--- src/rtl/ssc_pkg.sv ---
package ssc_pkg;

   // action codes carried in req_tuser
   localparam logic [1:0] ACT_PLOT  = 2'd0;
   localparam logic [1:0] ACT_BEGIN = 2'd1;
   localparam logic [1:0] ACT_DRAIN = 2'd2;
   localparam logic [1:0] ACT_END   = 2'd3;

   // rows_in_use register
   localparam int         CFG_BITS   = 10;
   localparam logic [9:0] ROWS_RESET = 10'd480;

   localparam int COLOR_BITS = 8;

   // controller to datapath commands
   typedef struct packed {
      logic sweep_start;  // restart the row clearing pass
      logic sweep_step;   // clear one row entry
      logic item_load;    // latch the accepted item
      logic emit_pixel;   // load a pixel result from the input item
      logic mem_read;     // read the latched item's row entry
      logic mem_merge;    // widen the row span and write it back
      logic drain_emit;   // load a span result and invalidate the row
   } ssc_cmd_type;

   // datapath to controller status
   typedef struct packed {
      logic [1:0] in_action;    // action of the item on the input port
      logic       in_row_ok;    // its row lies inside the table
      logic       out_busy;     // result register full and not taken
      logic       sweep_last;   // clearing pass at its last row
      logic       item_drain;   // latched item is a drain
      logic       entry_valid;  // row entry read back holds a span
   } ssc_status_type;

endpackage

--- src/rtl/ssc_ctrl.sv ---
module ssc_ctrl (
   input  logic                   clock,
   input  logic                   reset,
   input  logic                   req_tvalid,
   output logic                   req_tready,
   input  ssc_pkg::ssc_status_type status,
   output ssc_pkg::ssc_cmd_type    cmd
);
   import ssc_pkg::*;

   localparam logic [1:0] ST_CLEAR = 2'd0;
   localparam logic [1:0] ST_IDLE  = 2'd1;
   localparam logic [1:0] ST_READ  = 2'd2;
   localparam logic [1:0] ST_MERGE = 2'd3;

   logic [1:0] state_ff, state_in;
   logic       capture_ff, capture_in;
   logic       accept;

   // items are taken only in idle with room for a result
   assign req_tready = (state_ff == ST_IDLE) && !status.out_busy;
   assign accept     = req_tvalid && req_tready;

   // next state and commands
   always_comb begin
      state_in   = state_ff;
      capture_in = capture_ff;
      cmd        = '0;
      unique case (state_ff)
         ST_CLEAR: begin
            cmd.sweep_step = 1'b1;
            if (status.sweep_last) begin
               state_in = ST_IDLE;
            end
         end
         ST_IDLE: begin
            if (accept) begin
               cmd.item_load = 1'b1;
               unique case (status.in_action)
                  ACT_PLOT: begin
                     if (!capture_ff) begin
                        cmd.emit_pixel = 1'b1;
                     end else if (status.in_row_ok) begin
                        state_in = ST_READ;
                     end
                  end
                  ACT_BEGIN: begin
                     capture_in      = 1'b1;
                     cmd.sweep_start = 1'b1;
                     state_in        = ST_CLEAR;
                  end
                  ACT_DRAIN: begin
                     if (status.in_row_ok) begin
                        state_in = ST_READ;
                     end
                  end
                  ACT_END: begin
                     capture_in = 1'b0;
                  end
                  default: begin
                     state_in = ST_IDLE;
                  end
               endcase
            end
         end
         ST_READ: begin
            cmd.mem_read = 1'b1;
            state_in     = ST_MERGE;
         end
         ST_MERGE: begin
            if (!status.item_drain) begin
               cmd.mem_merge = 1'b1;
               state_in      = ST_IDLE;
            end else if (!status.entry_valid) begin
               state_in = ST_IDLE;
            end else if (!status.out_busy) begin
               cmd.drain_emit = 1'b1;
               state_in       = ST_IDLE;
            end
         end
         default: begin
            state_in = ST_IDLE;
         end
      endcase
   end

   // state registers
   always_ff @(posedge clock) begin
      if (reset) begin
         state_ff   <= ST_CLEAR;
         capture_ff <= 1'b0;
      end else begin
         state_ff   <= state_in;
         capture_ff <= capture_in;
      end
   end

   // a row read is always followed by its merge step
   a_read_then_merge: assert property (@(posedge clock) disable iff (reset)
      (state_ff == ST_READ) |=> (state_ff == ST_MERGE))
      else $error("row read not followed by merge");

   // begin capture always enters the clearing pass in capture mode
   a_begin_clears: assert property (@(posedge clock) disable iff (reset)
      cmd.sweep_start |=> (state_ff == ST_CLEAR) && capture_ff)
      else $error("begin capture did not start clearing");

   // no transfer is taken while the table is being cleared
   a_no_accept_clear: assert property (@(posedge clock) disable iff (reset)
      (state_ff == ST_CLEAR) |-> !cmd.item_load)
      else $error("item taken during clearing pass");

endmodule

--- config.mk ---
export PLATFORM = sky130hd
export DESIGN_NAME = ssc_ctrl
export DESIGN_NICKNAME = d
export VERILOG_FILES = /design/src/rtl/ssc_pkg.sv /design/src/rtl/ssc_ctrl.sv
export SDC_FILE = /design/constraint.sdc
export NUM_CORES = 1
export LEC_CHECK = 0
export ABC_AREA = 1
export BUFFER_PORTS_ARGS = -buffer_cell sky130_fd_sc_hd__buf_4
export CORE_AREA = 2 2 39 41
export CTS_CLUSTER_SIZE = 30
export DETAILED_ROUTE_END_ITERATION = 7
export DIE_AREA = 0 0 41 43
export GPL_TIMING_DRIVEN = 1
export PLACE_DENSITY = 0.6
export SLEW_MARGIN = 15
export SYNTH_ARGS = -nofsm -noshare
export SYNTH_HDL_FRONTEND = slang
export SYNTH_SLANG_ARGS = --single-unit
--- constraint.sdc ---
create_clock -name clock -period 1.5 [get_ports clock]
set_input_delay 0.225 -clock clock [delete_from_list [all_inputs] [get_ports clock]]
set_output_delay 0.225 -clock clock [all_outputs]
set_load 0.02 [all_outputs]
==> results.txt <==
The final hold slack is roughly 150 ps. The total number of vias came out at roughly 460. The overall routed net length came out at slightly above 900 um. The iteration count of the initial detailed-routing pass came out at 2.

The post-route minimum period came out at 1530 ps. Yosys printed 0 warnings. The number of nets in the synthesized netlist came out at 77. The remaining antenna violation count after routing came out at 0. No sink is reached through more buffers than the 2 on the longest clock path. The number of clock sinks is 3. The cell area that synthesis handed to floorplanning was 358 um2.

The overall die width is 41 um. Leaving out fill and tap cells, the most frequent cells in the layout are buf_4, nand2_1, nor2_1. The antenna diode count is 0.

Of the available clock period, the critical path in the final layout requires 1.02. The mean routed wirelength per cell is 8.56 um. Among all stages on the critical path, the largest delay is contributed by dfxtp_2.

The count of endpoints failing hold in the final timing report was 0. The clock transition time at the flip-flop clock pins of the worst setup and hold paths came out at 40 ps. The number of flip-flops and latches in the synthesized netlist came out at 3. The startpoint class of the critical path is a flop. The floorplan has 14 rows. The final setup violation count came out at 1. The highest clock rate came out at 0.655 GHz. In this run the worst hold path is classified as input port to flop.

For this run, the slowest stage of the critical path takes 320 ps. The worst vdd rail ir drop is 0.734 mV. The final reports fail on setup timing.

Walking the worst path, the cells encountered are inv_4, ha_4, nand3_4, inv_4, nand2_4, nor4_4, buf_4. The analysis attributes to net switching a power of 0.428 mW. The half-perimeter wire length after placement is 703 um. The detailed router's first-iteration violation count came out at 2. The type of destination of the critical path is an output pin.

The most numerous cell type found on the critical path is inv_4. The critical path is of the flop to output pin type. The cell at the root of the clock tree is clkbuf_4. The routed via count divided by cell count is 4.27.

The filler cells instantiated in the layout total 148. Of the total power, registers draw 0.156. The largest driver fanout on the critical path is 3. The worst-case setup slack after placement is roughly 120 ps.

The number of distinct library cells after synthesis is 15. The via count of the first global-routing pass is 397. The combined area of the multi-input logic cells is 307 um2. The initial antenna violation count is 0. Across every metal layer, demand over resource in global routing totals 0.121.

The area of the core region is 0.00138 mm2. The worst clock skew on the final layout came out at 0.592 ps. The number of buffers inserted during clock tree synthesis is 3.

The clock reaches the later pin of the worst-skew pair after around 230 ps. The share of total power consumed by net switching is 0.445. The run finished, with violations left.

After synthesis, the mean cell area works out to 5.77 um2. The share of the Yosys chip area taken by registers is 0.168. Of the total power, the clock network draws 0.147.

The area growth from synthesis to layout came out at 86.4%. The largest net degree at the start of global routing is 7. The flip-flop and latch area is 65.1 um2. The number of pins exceeding their max-slew limit in the final report is 0. In the post-route analysis, the smallest setup slack over all paths is -26.6 ps. The count of buffers from port buffering came out at 17. The routability-driven placement congestion ratio came out at 0.714. The internal power came out at 0.534 mW. The synthesized netlist cell count came out at 62.

For the worst setup path, the data required time is 1270 ps. The power density over the cells came out at 1440 mW/mm2. The initial cell density of the core is 0.259.

In the final layout, the share of cells above drive strength 1 is 0.527. The endpoint arrival time on the critical path is 1300 ps. The remaining global-route overflow is 0.

At the pin with the least slew margin, the transition time is roughly 180 ps. The combinational fraction of design power is 0.697. The number of I/O pins is 18.

Setup repair after global routing could not meet its margin everywhere. The height of the die came out at 43 um. The total leakage power is about 0.36 nW. The die covers between 0.0015 and 0.002 mm2. The number of nets in the layout is ~110. The final routed DRC violation total came out at 0.

The wire length of the first global-routing pass is 1460 um. The worst slew margin relative to its limit is 0.877. The H-tree depth is 1. Leaving out fill and tap cells, the most frequent cell in the layout is buf_4. The max-cap check violation count came out at 0. The clock tree from TritonCTS is built.
final cells by class:
class	instances	share of cell area
flip-flops and latches	3	0.0976
well taps	16	0.0300
inverters	12	0.0807
repair buffers	25	0.293
clock buffers	4	0.0394
multi-input cells	47	0.460
critical path, delay by kind of cell (launching register included):
family	cells	cell delay, ps
and+or+nand+nor	3	310
adders and majority gates	1	140
buffers and inverters	3	300
DFF	1	320
Yosys cell counts:
| cell type | n | area, um2 |
|---|---|---|
| o21ai_0 | 1 | 5.00 |
| a21oi_1 | 1 | 5.00 |
| clkinv_2 | 1 | 5.00 |
| nand3_2 | 1 | 10.0 |
| ha_1 | 5 | 62.6 |
| nor2_1 | 11 | 41.3 |
| nand3_1 | 5 | 25.0 |
| inv_2 | 2 | 7.51 |
| nor3_1 | 1 | 5.00 |
| nor4_1 | 1 | 6.26 |
| nand2_2 | 2 | 12.5 |
| dfxtp_1 | 3 | 60.1 |
| inv_1 | 9 | 33.8 |
| nor2_2 | 3 | 18.8 |
| nand2_1 | 16 | 60.1 |
state kept, by name, indices dropped and copies added (netlist names):
register,count
state_ff,2
capture_ff,1
what timing repair did:
action | CTS | global route
resized for setup | 8 | 12
cloned | 0 | 0
hold buffers | 0 | 0
pin swaps | 1 | 5
setup endpoints to repair | 3 | 3
setup buffers | 3 | 3
power by group through the flow:
stage | logic [mW] | registers, mW | clock network [mW]
after floorplan | 0.355 | 0.129 | 0
after global placement | 0.529 | 0.127 | 0
after detailed placement | 0.525 | 0.128 | 0
after CTS | 0.580 | 0.138 | 0.149
after global routing | 0.761 | 0.155 | 0.160
final | 0.671 | 0.150 | 0.141
per-layer routing:
metal / global-route usage / wire, um / up-vias
met5: 0 / 0 / -
met4: 0.100 / 15 / 0
met3: 0.0157 / 33 / 2
met2: 0.178 / 485 / 10
met1: 0.147 / 382 / 199
li1: - / - / 246
path summary, 6_finish.rpt:
check / slack (ps) / startpoint / end / cells past startpoint
worst max-delay path: -30 / state_ff[1] / cmd[3] / 7
worst min-delay path: 150 / reset / capture_ff / 2
worst max register to register: 90 / state_ff[1] / state_ff[1] / 12
worst min register to register: 520 / capture_ff / capture_ff / 2
logic make-up (layout without fill, tap and decap cells):
logic type               count (synthesis)  in the layout  share of synthesized area
AND/OR/NAND/NOR                         40             40                      0.500
buffers and inverters                   12             41                      0.129
adder cells (fa/ha/maj)                  5              5                      0.175
flip-flops                               3              3                      0.168
AO/OA/AOI/OAI                            2              2                     0.0279
stage by stage:
| stage | setup TNS [ps] | total power [mW] | cells | utilization | area [um2] |
|---|---|---|---|---|---|
| floorplan | 0 | 0.484 | 62 | - | 364 |
| finish | -26.6 | 0.962 | 107 | 0.482 | 667 |
| global placement | 0 | 0.655 | 97 | 0.381 | 527 |
| CTS | -15.4 | 0.868 | 104 | 0.433 | 599 |
| global route | -340 | 1.08 | 107 | 0.482 | 667 |
| detailed placement | 0 | 0.653 | 97 | 0.381 | 527 |
Power figures use the tool's default switching activity.
